$ cat config.mk
export PLATFORM = sky130hd
export DESIGN_NAME = id_deque_with_remove
export DESIGN_NICKNAME = d
export VERILOG_FILES = /design/src/hw/rtl/idq_pkg.sv /design/src/hw/rtl/idq_ram.sv /design/src/hw/rtl/idq_stepper.sv /design/src/hw/rtl/idq_seq.sv /design/src/hw/rtl/id_deque_with_remove.sv
export SDC_FILE = /design/constraint.sdc
export NUM_CORES = 1
export LEC_CHECK = 0
export ABC_AREA = 0
export BUFFER_PORTS_ARGS = -buffer_cell sky130_fd_sc_hd__buf_4
export CAP_MARGIN = 10
export CORE_MARGIN = 8
export CORE_UTILIZATION = 60
export CTS_BUF_LIST = sky130_fd_sc_hd__clkbuf_16
export CTS_CLUSTER_SIZE = 10
export DETAILED_ROUTE_END_ITERATION = 7
export PLACE_DENSITY = 0.77
export SLEW_MARGIN = 15
export SYNTH_ARGS = -nofsm -noshare
export SYNTH_HDL_FRONTEND = slang
export SYNTH_SLANG_ARGS = --single-unit
$ cat constraint.sdc
create_clock -name clock -period 8.5 [get_ports clock]
set_clock_uncertainty 0.05 [all_clocks]
set_input_delay 1.7 -clock clock [delete_from_list [all_inputs] [get_ports clock]]
set_output_delay 1.7 -clock clock [all_outputs]
set_load 0.05 [all_outputs]
$ cat src/hw/rtl/idq_pkg.sv
package idq_pkg;

   // Field widths of the stream items
   localparam int ACTION_W   = 3;
   localparam int ID_FIELD_W = 16;
   localparam int STATUS_W   = 2;
   localparam int POS_W      = 4;

   // Defaults for the top-level parameters
   localparam int DEPTH_DEF    = 16;
   localparam int ID_WIDTH_DEF = 16;

   typedef enum logic [ACTION_W-1:0] {
      ACT_PUSH_FRONT = 3'd0,
      ACT_PUSH_BACK  = 3'd1,
      ACT_POP_FRONT  = 3'd2,
      ACT_POP_BACK   = 3'd3,
      ACT_REMOVE     = 3'd4,
      ACT_LOOKUP     = 3'd5
   } action_type;

   typedef enum logic [STATUS_W-1:0] {
      ST_OK        = 2'd0,
      ST_EMPTY     = 2'd1,
      ST_FULL      = 2'd2,
      ST_NOT_FOUND = 2'd3
   } status_type;

   typedef enum logic [2:0] {
      S_IDLE,
      S_POP_DATA,
      S_SEARCH,
      S_SHIFT,
      S_DONE
   } state_type;

   typedef struct packed {
      logic [POS_W-1:0]      position;
      status_type            status;
      logic [ID_FIELD_W-1:0] result_id;
   } result_type;

endpackage

$ cat src/hw/rtl/idq_ram.sv
module idq_ram #(
   parameter int WIDTH = 16,
   parameter int DEPTH = 16
) (
   input  logic                     clock,
   input  logic                     wr_en,
   input  logic [$clog2(DEPTH)-1:0] wr_addr,
   input  logic [WIDTH-1:0]         wr_data,
   input  logic [$clog2(DEPTH)-1:0] rd_addr,
   output logic [WIDTH-1:0]         rd_data
);

   logic [WIDTH-1:0] mem_ff [DEPTH];
   logic [WIDTH-1:0] rd_data_ff;

   // Write one word, read one word with registered data
   always_ff @(posedge clock) begin
      if (wr_en) begin
         mem_ff[wr_addr] <= wr_data;
      end
      rd_data_ff <= mem_ff[rd_addr];
   end

   assign rd_data = rd_data_ff;

endmodule

$ cat src/hw/rtl/idq_stepper.sv
module idq_stepper #(
   parameter int DEPTH = 16
) (
   input  logic [$clog2(DEPTH)-1:0] ptr,
   input  logic                     up,
   output logic [$clog2(DEPTH)-1:0] ptr_next
);

   localparam int AW = $clog2(DEPTH);
   localparam logic [AW-1:0] LAST = AW'(DEPTH - 1);

   // Advance or retreat a ring pointer, wrapping at the store depth
   always_comb begin
      if (up) begin
         ptr_next = (ptr == LAST) ? '0 : ptr + 1'b1;
      end else begin
         ptr_next = (ptr == '0) ? LAST : ptr - 1'b1;
      end
   end

endmodule

$ cat src/hw/rtl/idq_seq.sv
module idq_seq #(
   parameter int DEPTH    = 16,
   parameter int ID_WIDTH = 16
) (
   input  logic                               clock,
   input  logic                               reset,
   input  logic                               req_valid,
   output logic                               req_ready,
   input  idq_pkg::action_type                req_action,
   input  logic [idq_pkg::ID_FIELD_W-1:0]     req_entry_id,
   output logic                               res_valid,
   output idq_pkg::result_type                res,
   input  logic                               res_take
);

   import idq_pkg::*;

   localparam int AW = $clog2(DEPTH);
   localparam int CW = $clog2(DEPTH + 1);

   state_type         state_ff, state_in;
   logic [AW-1:0]     head_ff, head_in;
   logic [AW-1:0]     tail_ff, tail_in;
   logic [CW-1:0]     count_ff, count_in;
   logic [ID_WIDTH-1:0] key_ff, key_in;
   action_type        action_ff, action_in;
   logic [AW-1:0]     walk_ptr_ff, walk_ptr_in;
   logic [CW-1:0]     walk_idx_ff, walk_idx_in;
   logic [AW-1:0]     hit_ptr_ff, hit_ptr_in;
   logic [CW-1:0]     hit_idx_ff, hit_idx_in;
   logic              hit_valid_ff, hit_valid_in;
   result_type        res_ff, res_in;

   logic                      wr_en;
   logic [AW-1:0]             wr_addr;
   logic [ID_WIDTH-1:0]       wr_data;
   logic [AW-1:0]             rd_addr;
   logic [ID_WIDTH-1:0]       rd_data;
   logic [AW-1:0]             step_ptr;
   logic                      step_up;
   logic [AW-1:0]             step_out;

   logic [ID_WIDTH+ID_FIELD_W-1:0] key_ext;
   logic [ID_WIDTH-1:0]            key_new;
   logic [ID_WIDTH+ID_FIELD_W-1:0] rid_ext;
   logic [ID_FIELD_W-1:0]          rid;
   logic [CW+POS_W-1:0]            pos_ext;
   logic [POS_W-1:0]               pos;
   logic                           full;
   logic                           empty;
   logic                           hit;

   // Identifier store, one entry per ring slot
   idq_ram #(
      .WIDTH(ID_WIDTH),
      .DEPTH(DEPTH)
   ) u_ram (
      .clock  (clock),
      .wr_en  (wr_en),
      .wr_addr(wr_addr),
      .wr_data(wr_data),
      .rd_addr(rd_addr),
      .rd_data(rd_data)
   );

   // Shared ring pointer stepper
   idq_stepper #(
      .DEPTH(DEPTH)
   ) u_step (
      .ptr     (step_ptr),
      .up      (step_up),
      .ptr_next(step_out)
   );

   // Fit identifiers between field width and storage width
   assign key_ext = {ID_WIDTH'(0), req_entry_id};
   assign key_new = key_ext[ID_WIDTH-1:0];
   assign rid_ext = {ID_FIELD_W'(0), rd_data};
   assign rid     = rid_ext[ID_FIELD_W-1:0];
   assign pos_ext = {POS_W'(0), hit_idx_ff};
   assign pos     = pos_ext[POS_W-1:0];

   assign full  = (count_ff == CW'(DEPTH));
   assign empty = (count_ff == '0);
   assign hit   = hit_valid_ff && (rd_data == key_ff);

   assign req_ready = (state_ff == S_IDLE);
   assign res_valid = (state_ff == S_DONE);
   assign res       = res_ff;

   // State register
   always_ff @(posedge clock) begin
      if (reset) begin
         state_ff <= S_IDLE;
      end else begin
         state_ff <= state_in;
      end
   end

   // Ring pointers, count, request, walk and result registers
   always_ff @(posedge clock) begin
      if (reset) begin
         head_ff      <= '0;
         tail_ff      <= '0;
         count_ff     <= '0;
         hit_valid_ff <= 1'b0;
      end else begin
         head_ff      <= head_in;
         tail_ff      <= tail_in;
         count_ff     <= count_in;
         hit_valid_ff <= hit_valid_in;
      end
      key_ff      <= key_in;
      action_ff   <= action_in;
      walk_ptr_ff <= walk_ptr_in;
      walk_idx_ff <= walk_idx_in;
      hit_ptr_ff  <= hit_ptr_in;
      hit_idx_ff  <= hit_idx_in;
      res_ff      <= res_in;
   end

   // Next state and datapath control
   always_comb begin
      state_in     = state_ff;
      head_in      = head_ff;
      tail_in      = tail_ff;
      count_in     = count_ff;
      key_in       = key_ff;
      action_in    = action_ff;
      walk_ptr_in  = walk_ptr_ff;
      walk_idx_in  = walk_idx_ff;
      hit_ptr_in   = hit_ptr_ff;
      hit_idx_in   = hit_idx_ff;
      hit_valid_in = 1'b0;
      res_in       = res_ff;
      wr_en        = 1'b0;
      wr_addr      = head_ff;
      wr_data      = key_ff;
      rd_addr      = head_ff;
      step_ptr     = head_ff;
      step_up      = 1'b1;

      unique case (state_ff)
         S_IDLE: begin
            if (req_valid) begin
               key_in           = key_new;
               action_in        = req_action;
               walk_ptr_in      = head_ff;
               walk_idx_in      = '0;
               res_in.result_id = '0;
               res_in.status    = ST_OK;
               res_in.position  = '0;
               state_in         = S_DONE;
               unique case (req_action) inside
                  ACT_PUSH_FRONT: begin
                     if (full) begin
                        res_in.status = ST_FULL;
                     end else begin
                        step_ptr = head_ff;
                        step_up  = 1'b0;
                        head_in  = step_out;
                        wr_en    = 1'b1;
                        wr_addr  = step_out;
                        wr_data  = key_new;
                        count_in = count_ff + 1'b1;
                     end
                  end
                  ACT_PUSH_BACK: begin
                     if (full) begin
                        res_in.status = ST_FULL;
                     end else begin
                        step_ptr = tail_ff;
                        tail_in  = step_out;
                        wr_en    = 1'b1;
                        wr_addr  = tail_ff;
                        wr_data  = key_new;
                        count_in = count_ff + 1'b1;
                     end
                  end
                  ACT_POP_FRONT: begin
                     if (empty) begin
                        res_in.status = ST_EMPTY;
                     end else begin
                        rd_addr  = head_ff;
                        step_ptr = head_ff;
                        head_in  = step_out;
                        count_in = count_ff - 1'b1;
                        state_in = S_POP_DATA;
                     end
                  end
                  ACT_POP_BACK: begin
                     if (empty) begin
                        res_in.status = ST_EMPTY;
                     end else begin
                        step_ptr = tail_ff;
                        step_up  = 1'b0;
                        rd_addr  = step_out;
                        tail_in  = step_out;
                        count_in = count_ff - 1'b1;
                        state_in = S_POP_DATA;
                     end
                  end
                  ACT_REMOVE, ACT_LOOKUP: begin
                     state_in = S_SEARCH;
                  end
                  default: begin
                     state_in = S_DONE;
                  end
               endcase
            end
         end

         S_POP_DATA: begin
            res_in.result_id = rid;
            state_in         = S_DONE;
         end

         S_SEARCH: begin
            if (hit) begin
               // Match: report it, then close up the gap on a remove
               res_in.result_id = rid;
               res_in.position  = pos;
               res_in.status    = ST_OK;
               if (action_ff == ACT_LOOKUP) begin
                  state_in = S_DONE;
               end else if ((hit_idx_ff + CW'(1)) < count_ff) begin
                  rd_addr  = walk_ptr_ff;
                  state_in = S_SHIFT;
               end else begin
                  step_ptr = tail_ff;
                  step_up  = 1'b0;
                  tail_in  = step_out;
                  count_in = count_ff - 1'b1;
                  state_in = S_DONE;
               end
            end else if (walk_idx_ff < count_ff) begin
               // Issue the next read while the previous entry is compared
               rd_addr      = walk_ptr_ff;
               hit_valid_in = 1'b1;
               hit_ptr_in   = walk_ptr_ff;
               hit_idx_in   = walk_idx_ff;
               step_ptr     = walk_ptr_ff;
               walk_ptr_in  = step_out;
               walk_idx_in  = walk_idx_ff + 1'b1;
            end else if (!hit_valid_ff) begin
               res_in.result_id = '0;
               res_in.position  = '0;
               res_in.status    = ST_NOT_FOUND;
               state_in         = S_DONE;
            end
         end

         S_SHIFT: begin
            // Move the entry just read one slot toward the front
            wr_en   = 1'b1;
            wr_addr = hit_ptr_ff;
            wr_data = rd_data;
            if ((walk_idx_ff + CW'(1)) < count_ff) begin
               step_ptr    = walk_ptr_ff;
               rd_addr     = step_out;
               hit_ptr_in  = walk_ptr_ff;
               walk_ptr_in = step_out;
               walk_idx_in = walk_idx_ff + 1'b1;
            end else begin
               step_ptr = tail_ff;
               step_up  = 1'b0;
               tail_in  = step_out;
               count_in = count_ff - 1'b1;
               state_in = S_DONE;
            end
         end

         S_DONE: begin
            if (res_take) begin
               state_in = S_IDLE;
            end
         end

         default: begin
            state_in = S_IDLE;
         end
      endcase
   end

endmodule

$ cat src/hw/rtl/id_deque_with_remove.sv
// Channel | Dir | Bus fields (lowest bit first)
// req_    | in  | tuser: action[2:0]; tdata: entry_id[15:0]
// rsp_    | out | tuser: status[1:0]; tdata: result_id[15:0], position[19:16], zero[23:20]
//
// Pushes, refused pushes, pops of an empty store and unknown actions go straight to the result;
// other pops first read the popped entry from the entry RAM.
// Lookup and remove walk the entry RAM one entry per cycle through its single read port;
// a remove hit then moves each later entry one slot toward the front.
// Reset is synchronous; the store holds no valid entries after it.
// The result sits in an output register, so the next item is taken while it waits;
// a second finished result waits until that register is free.
module id_deque_with_remove #(
   parameter int DEPTH    = idq_pkg::DEPTH_DEF,
   parameter int ID_WIDTH = idq_pkg::ID_WIDTH_DEF
) (
   input  logic        clock,
   input  logic        reset,
   input  logic        req_tvalid,
   output logic        req_tready,
   input  logic [15:0] req_tdata,   // entry_id[15:0]
   input  logic [2:0]  req_tuser,   // action[2:0]
   output logic        rsp_tvalid,
   input  logic        rsp_tready,
   output logic [23:0] rsp_tdata,   // result_id[15:0], position[19:16], zero pad[23:20]
   output logic [1:0]  rsp_tuser    // status[1:0]
);

   import idq_pkg::*;

   logic       res_valid;
   result_type res;
   logic       res_take;
   logic       rsp_valid_ff, rsp_valid_in;
   result_type rsp_data_ff, rsp_data_in;

   idq_seq #(
      .DEPTH   (DEPTH),
      .ID_WIDTH(ID_WIDTH)
   ) u_seq (
      .clock       (clock),
      .reset       (reset),
      .req_valid   (req_tvalid),
      .req_ready   (req_tready),
      .req_action  (action_type'(req_tuser)),
      .req_entry_id(req_tdata),
      .res_valid   (res_valid),
      .res         (res),
      .res_take    (res_take)
   );

   // Load the output register when it is empty or being drained
   always_comb begin
      res_take     = res_valid && (!rsp_valid_ff || rsp_tready);
      rsp_data_in  = rsp_data_ff;
      rsp_valid_in = rsp_valid_ff && !rsp_tready;
      if (res_take) begin
         rsp_valid_in = 1'b1;
         rsp_data_in  = res;
      end
   end

   always_ff @(posedge clock) begin
      if (reset) begin
         rsp_valid_ff <= 1'b0;
      end else begin
         rsp_valid_ff <= rsp_valid_in;
      end
      rsp_data_ff <= rsp_data_in;
   end

   assign rsp_tvalid = rsp_valid_ff;
   assign rsp_tdata  = {4'b0, rsp_data_ff.position, rsp_data_ff.result_id};
   assign rsp_tuser  = rsp_data_ff.status;

endmodule

# ---- Yosys cells after proc, flatten, opt, wreduce, memory -nomap -nowiden
# Memories as Yosys holds them, arrays and structs flattened. A register that Yosys moved wholly into a read port is not among the register bits.
# Index checks and enable logic that the tools add are counted.
dict set report totals {
  reg_bits 99
  latch_bits 0
  ram_bits 256
  romBits 0
  in_bits 23
  out_inout_bits 28
  wordCells 188
  mem_count 1
}
dict set report op_classes {
  add_sub_neg 6
  mul 0
  n_div 0
  magnitude_cmp 3
  eq_ne 30
  shifts 0
  n_mux 99
  bitwise 2
  reduce_logical 29
}
# name depth word_bits read_ports rd_ports_with_merged_regs write_ports line
set mem_list {}
lappend mem_list {u_seq.u_ram.mem_ff 16 16 1 1 1 idq_ram.sv:13} ;# logic [WIDTH-1:0] mem_ff [DEPTH];
# operator n
set ops {}
lappend ops {{2-to-1 mux 4 bit} 34}
lappend ops {{2-to-1 mux 22 bit} 4}
lappend ops {{2-to-1 mux 5 bit} 11}
lappend ops {{2-to-1 mux 16 bit} 3}
lappend ops {{case mux 16 bit (3 select lines)} 1}
lappend ops {{case mux 4 bit (2 select lines)} 6}
lappend ops {{case mux 4 bit (3 select lines)} 4}
lappend ops {{case mux 16 bit (2 select lines)} 1}
lappend ops {{case mux 5 bit (3 select lines)} 2}
lappend ops {{2-to-1 mux 3 bit} 9}
lappend ops {{!= test 3 bit (second input constant)} 6}
lappend ops {{AND reduction 9 bit} 2}
lappend ops {{== test 16 bit} 1}
lappend ops {{adder 5 x 1 -> 5 bit (second input constant)} 3}
lappend ops {{< comparator 5 bit} 3}
lappend ops {{2-to-1 mux 1 bit} 15}
lappend ops {{case mux 3 bit (5 select lines)} 1}
lappend ops {{== test 3 x 2 -> 1 bit (second input constant)} 4}
lappend ops {{== test 3 bit (second input constant)} 4}
lappend ops {{case mux 6 bit (2 select lines)} 1}
lappend ops {{AND reduction 4 bit} 3}
lappend ops {{!= test 2 bit (second input constant)} 5}
lappend ops {{case mux 5 bit (2 select lines)} 1}
lappend ops {{AND reduction 5 bit} 2}
lappend ops {{other kinds (27)} 43}

# ---- Depth between registers and ports, before layout
dict set report depth {
  ltp_word 13
  ltp_mapped 21
  depth_no_buf 20
}

# ---- Cells and area by module
# From an unflattened synthesis, not the netlist that was laid out.
dict set report unflattened {
  cells_unflattened 951
  area_unflattened_um2 15544.9
}
# mod instances cells_per_inst area_each_um2 seq_area_each_um2
set by_module_without_submodules {}
lappend by_module_without_submodules {idq_ram 1 432 10043.4 8007.7}
lappend by_module_without_submodules {idq_seq 1 470 4634.4 2112.0}
lappend by_module_without_submodules {id_deque_with_remove 1 32 749.5 680.7}
lappend by_module_without_submodules {idq_stepper 1 17 117.6 0.0}

# ---- Least setup slack after synthesis
# No wires, ideal clock.
dict set report synth_timing {
  kind {input port to flip-flop}
  start {input port req_tuser[0]}
  end {memory u_seq.u_ram.mem_ff[6][0] (enable)}
  setup_time_ns 0.390
  t_arrival_ns 5.431
  required_time_ns 8.060
  path_slack_ns 2.628
  cell_stages 15
  n_path_buf 1
  path_cell_list {clkbuf_1 nand3b_1 a21oi_1 mux2i_1 o21ai_0 o32ai_2 ha_1 inv_1 o311a_1 nor2_1 o21ai_0 a31oi_1 a221oi_1 or2_2 nor2b_1}
}
dict set report synth_between {
  elab_chain_cells 11
  elab_cells_between_ends 26
  cone_classes {add/sub: 2; eq/ne: 3; mux: 18; reduce/logical: 3}
}
# item line
set synth_rtl {}
lappend synth_rtl {{start: declaration} id_deque_with_remove.sv:21} ;# input logic [2:0] req_tuser,
lappend synth_rtl {{== test 3 x 2 -> 1 bit (no line) or == test 3 x 1 -> 1 bit (tied branches)} -}
lappend synth_rtl {{case mux 4 bit (2 select lines)} idq_seq.sv:154} ;# unique case (req_action) inside
lappend synth_rtl {{2-to-1 mux 4 bit} idq_seq.sv:145} ;# if (req_valid) begin
lappend synth_rtl {{case mux 4 bit (3 select lines)} idq_seq.sv:143} ;# unique case (state_ff)
lappend synth_rtl {{subtractor 4 x 1 -> 4 bit (tied with other cells)} idq_stepper.sv:17} ;# ptr_next = (ptr == '0) ? LAST : ptr - 1'b1;
lappend synth_rtl {{2-to-1 mux 4 bit, on equally long branches} {idq_stepper.sv:17, idq_stepper.sv:15}}
lappend synth_rtl {{2-to-1 mux 4 bit} idq_stepper.sv:14} ;# if (up) begin
lappend synth_rtl {{2-to-1 mux 4 bit} idq_seq.sv:156} ;# if (full) begin
lappend synth_rtl {{case mux 4 bit (2 select lines)} idq_seq.sv:154}
lappend synth_rtl {{2-to-1 mux 4 bit} idq_seq.sv:145}
lappend synth_rtl {{case mux 4 bit (2 select lines)} idq_seq.sv:143}
lappend synth_rtl {{end: declaration} idq_ram.sv:13}
# Several ways; a longest one is shown, not always the timed one.

# ---- Final worst setup path
dict set report layout_timing {
  start {register u_seq.hit_idx_ff[0]}
  end {memory u_seq.u_ram.mem_ff[8][8] (enable)}
}
dict set report layout_between {
  elab_chain_cells 13
  elab_cells_between_ends 21
  cone_classes {add/sub: 3; order compare: 1; eq/ne: 1; mux: 15; reduce/logical: 1}
}
# item line
set layout_rtl {}
lappend layout_rtl {{start: declaration} idq_seq.sv:30} ;# logic [CW-1:0] hit_idx_ff, hit_idx_in;
lappend layout_rtl {{start signal: assignment} idq_seq.sv:118} ;# hit_idx_ff <= hit_idx_in;
lappend layout_rtl {{adder 5 x 1 -> 5 bit *} idq_seq.sv:226} ;# end else if ((hit_idx_ff + CW'(1)) < count_ff) begin
lappend layout_rtl {{< comparator 5 bit *} idq_seq.sv:226}
lappend layout_rtl {{2-to-1 mux 4 bit} idq_seq.sv:226}
lappend layout_rtl {{2-to-1 mux 4 bit} idq_seq.sv:224} ;# if (action_ff == ACT_LOOKUP) begin
lappend layout_rtl {{2-to-1 mux 4 bit} idq_seq.sv:219} ;# if (hit) begin
lappend layout_rtl {{case mux 4 bit (3 select lines)} idq_seq.sv:143}
lappend layout_rtl {{subtractor 4 x 1 -> 4 bit (tied with other cells)} idq_stepper.sv:17}
lappend layout_rtl {{2-to-1 mux 4 bit, on equally long branches} {idq_stepper.sv:17, idq_stepper.sv:15}}
lappend layout_rtl {{2-to-1 mux 4 bit *} idq_stepper.sv:14}
lappend layout_rtl {{2-to-1 mux 4 bit *} idq_seq.sv:156}
lappend layout_rtl {{case mux 4 bit (2 select lines) *} idq_seq.sv:154}
lappend layout_rtl {{2-to-1 mux 4 bit *} idq_seq.sv:145}
lappend layout_rtl {{case mux 4 bit (2 select lines) *} idq_seq.sv:143}
# Mark *: on every way between the ends. The rest lies on a longest branch, timed or not.

==> summary.txt <==
Run status
  • Status: finished, final reports clean

Worst setup path
  • CP cell instances: ha_1, xor2_1, ha_1, a21oi_1, o21ai_0, a21oi_1, mux2i_1, a22oi_1, o32ai_2, inv_1, ha_1, o311a_1, nor2_1, o21ai_0, a31oi_1, a221oi_1, nand2_1, nor2_2
  • Crit path arrival time: roughly 6500 ps
  • CP Capture Type: flip-flop
  • Startpoint Class: flip-flop
  • WS Path Type: flip-flop to flip-flop
  • Critical path's slowest cell: nor2_2
  • Req. time, crit path: about 8600 ps
  • CP peak stage delay: 800 ps
  • Crit path top cell by count: ha_1
  • CP max FO: 16

Global routing
  • Grt total ovfl: 0
  • GRT Total Usage: 0.229
  • First-pass GRT wire length: just under 60000 microns
  • Vias in the first global route: 9486
  • Initial antenna violation count: 0
  • Largest net degree at the start of global routing: 127

STA
  • RSZ-0062 raised after global routing: false
  • Rel. slew slack: 0.262
  • Setup_tns: 0 ps
  • Final period utilization: 0.750
  • Final Hold Fails: 0
  • Max Fclk: roughly 160 MHz
  • Final WS setup: ~2100 ps
  • Worst-Margin Slew: 1110 ps
  • Fin. max-slew vios: 0
  • Tmin final: 6370 ps
  • Final Setup Violations: 0

Die
  • Die area: 33200 sq um
  • Die X: 182 microns
  • Io pins: 51
  • Row Count: 61
  • Die height: approximately 180 microns
  • Initial core utilization: 0.603
  • Core Region: roughly 27000 sq um

Synthesis
  • Mapped Area: 16600 sq um
  • Ys async rst share: 0
  • YS warnings: 0
  • Average footprint of a synthesized cell: around 15 sq um
  • Top FF cell, synth: edfxtp_1
  • Post-synthesis sequential area ratio: 0.652
  • Distinct cells, synth: 84
  • Number of synthesized flops with an enable pin: between 300 and 400
  • Yosys reg bits: between 300 and 400
  • Post-Synthesis Cells: around 1100

Clock network
  • # clock sinks: between 300 and 400
  • Resized Gates After CTS: 0
  • CTS root buf: clkbuf_16
  • Postcts setup bufs: 0
  • Worst-Skew Late Latency: around 540 ps
  • H-tree depth: 2
  • Max clock buf depth: 3
  • Worst-path clk slew: approximately 60 ps
  • Post-CTS Hold Fix Bufs: 0
  • CTS tree: built
  • CTS buffer count: 43

Routing
  • DR vias: 9725
  • DRC Markers: 0
  • Antenna-violating nets left: 0
  • WL/cell: 24.7 microns
  • Drt pass-1 iters: 5
  • DRT iter0 DRCs: ~1000
  • Final wirelength: between 30000 and 40000 microns
  • Post-DR vias/cell: approximately 6.3

Placement
  • I/O Buffers: between 40 and 50
  • DP HPWL: approximately 26000 microns
  • Placed cell count: ~1500
  • Final Wtd Congestion: 0.976
  • Pre-CTS worst setup slack: between 1500 and 2000 ps

Finish
  • Area Overhead vs Synth: 11.5%
  • Layout fillers: ~1900
  • Final core utilization: 0.672
  • Final Net Count: ~1200
  • Layout cell share with drive strength beyond 1: 0.125
  • Antenna fix cells: 0
  • Layout Cells excl Fill: 1553

Pwr
  • Max IR drop VDD: approximately 0.18 mV
  • Power Dens Cells: 275 nW/um^2
  • Pwr Total: just over 0.005 W
  • Leak Pwr: approximately 6.3 nW

Hold path
  • HP Class: flip-flop to flip-flop

Run
  • MaxCap Viol Count: 0
[placed cells by master, fill, tap and decap left out, types with 5 or more instances in the layout]
master     synthesis  final
edfxtp_1         337    337
mux2i_1          255    255
nand2_1           79     79
buf_4              8     55
nor2_1            57     48
clkbuf_16          0     46
inv_1             15     37
dfxtp_1           34     34
and2_1            32     32
o21ai_0           26     26
a21oi_1           24     24
a22oi_1           19     19
ha_1              19     19
xnor2_1           16     16
xor2_1            12     12
nor3_1             9      9
nor2_2             0      9
nand3_1            8      8
a211oi_1           8      8
nor2b_1           11      7
and3_1             6      6
nand2b_1           6      6
a31oi_1            5      5
nor4_1             5      5
[state kept, by name, indices dropped and copies added, names as in the netlist]
signal / count
u_seq.count_ff: 5
u_seq.hit_valid_ff: 1
u_seq.head_ff: 4
u_seq.walk_idx_ff: 5
u_seq.u_ram.rd_data: 16
rsp_tvalid: 1
rsp_tuser: 2
u_seq.hit_ptr_ff: 4
u_seq.action_ff: 3
u_seq.u_ram.mem_ff: 256
u_seq.tail_ff: 4
u_seq.walk_ptr_ff: 4
u_seq.key_ff: 16
u_seq.res: 22
u_seq.hit_idx_ff: 5
rsp_tdata: 20
u_seq.state_ff: 3
[cell families (layout without fill, tap and decap cells)]
logic type               count (synthesis)  count (layout)  synth area share
AND/OR/NAND/NOR                        244             244            0.0747
buffers and inverters                   67             144            0.0239
flip-flops                             371             371             0.652
AO/OA/AOI/OAI                          138             138            0.0618
adder cells (fa/ha/maj)                 19              19            0.0143
XOR/XNOR                                29              29            0.0158
other                                    1               4          0.000226
multiplexers                           258             258             0.157
[synth_stat cells (5+ instances only)]
cell type / count / area share
edfxtp_1: 337 / 0.61
mux2i_1: 255 / 0.15
nand2_1: 79 / 0.018
nor2_1: 57 / 0.013
dfxtp_1: 34 / 0.041
and2_1: 32 / 0.012
o21ai_0: 26 / 0.0079
a21oi_1: 24 / 0.0072
a22oi_1: 19 / 0.0086
clkbuf_1: 19 / 0.0043
ha_1: 19 / 0.014
xnor2_1: 16 / 0.0085
inv_1: 15 / 0.0034
buf_6: 14 / 0.0095
xor2_1: 12 / 0.0063
nor2b_1: 11 / 0.0042
nor3_1: 9 / 0.0027
a211oi_1: 8 / 0.0036
buf_4: 8 / 0.0036
nand3_1: 8 / 0.0024
buf_2: 7 / 0.0021
and3_1: 6 / 0.0023
nand2b_1: 6 / 0.0023
a31oi_1: 5 / 0.0019
nor4_1: 5 / 0.0019
[critical path, delay by kind of cell, from the launching register on]
family | cells | cell delay [ps]
multiplexers | 1 | 250
flip-flops | 1 | 490
AND/OR/NAND/NOR | 3 | 1280
XOR/XNOR | 1 | 150
buffers and inverters | 1 | 90
adder cells (fa/ha/maj) | 3 | 920
AO/OA/AOI/OAI | 9 | 2730
[metal layers]
metal	global-route usage	wire length, microns	part of all wire
met1	0.323	16400	0.43
met2	0.359	17600	0.46
met3	0.0346	3160	0.083
met4	0.0787	1140	0.030
met5	0	0	0
[layout make-up]
| type | instances | area (sq um) | share of cell area |
|---|---|---|---|
| multi-input combinational | 692 | 5470 | 0.296 |
| sequential | 371 | 10800 | 0.585 |
| inverter | 17 | 63.8 | 0.00345 |
| clock buffer | 46 | 1150 | 0.0623 |
| tap | 346 | 433 | 0.0234 |
| clock inverter | 24 | 106 | 0.00576 |
| timing repair buffer | 57 | 444 | 0.0240 |
[report_power, final]
| part | total, W | internal [W] | switching, W |
|---|---|---|---|
| registers | 0.00232 | 0.00220 | 0.000126 |
| logic | 0.00112 | 0.000396 | 0.000721 |
| clock network | 0.00163 | 0.000962 | 0.000673 |
[metrics by stage]
stage	cell area (sq um)	hold WS [ps]
global route	18500	373
finish	18500	366
detailed placement	17200	355
CTS	18500	367
global placement	17200	351
floorplan	16600	350
[final timing paths]
check | start | to | slack, ps | depth (start not counted)
min reg2reg | u_seq.res[10] | rsp_tdata[10] | 370 | 0
max | u_seq.hit_idx_ff[0] | u_seq.u_ram.mem_ff[8][8] | 2130 | 18
max reg2reg | u_seq.hit_idx_ff[0] | u_seq.u_ram.mem_ff[8][8] | 2130 | 18
min | u_seq.res[10] | rsp_tdata[10] | 370 | 0
No activity file was read; power rests on OpenSTA's default activity.
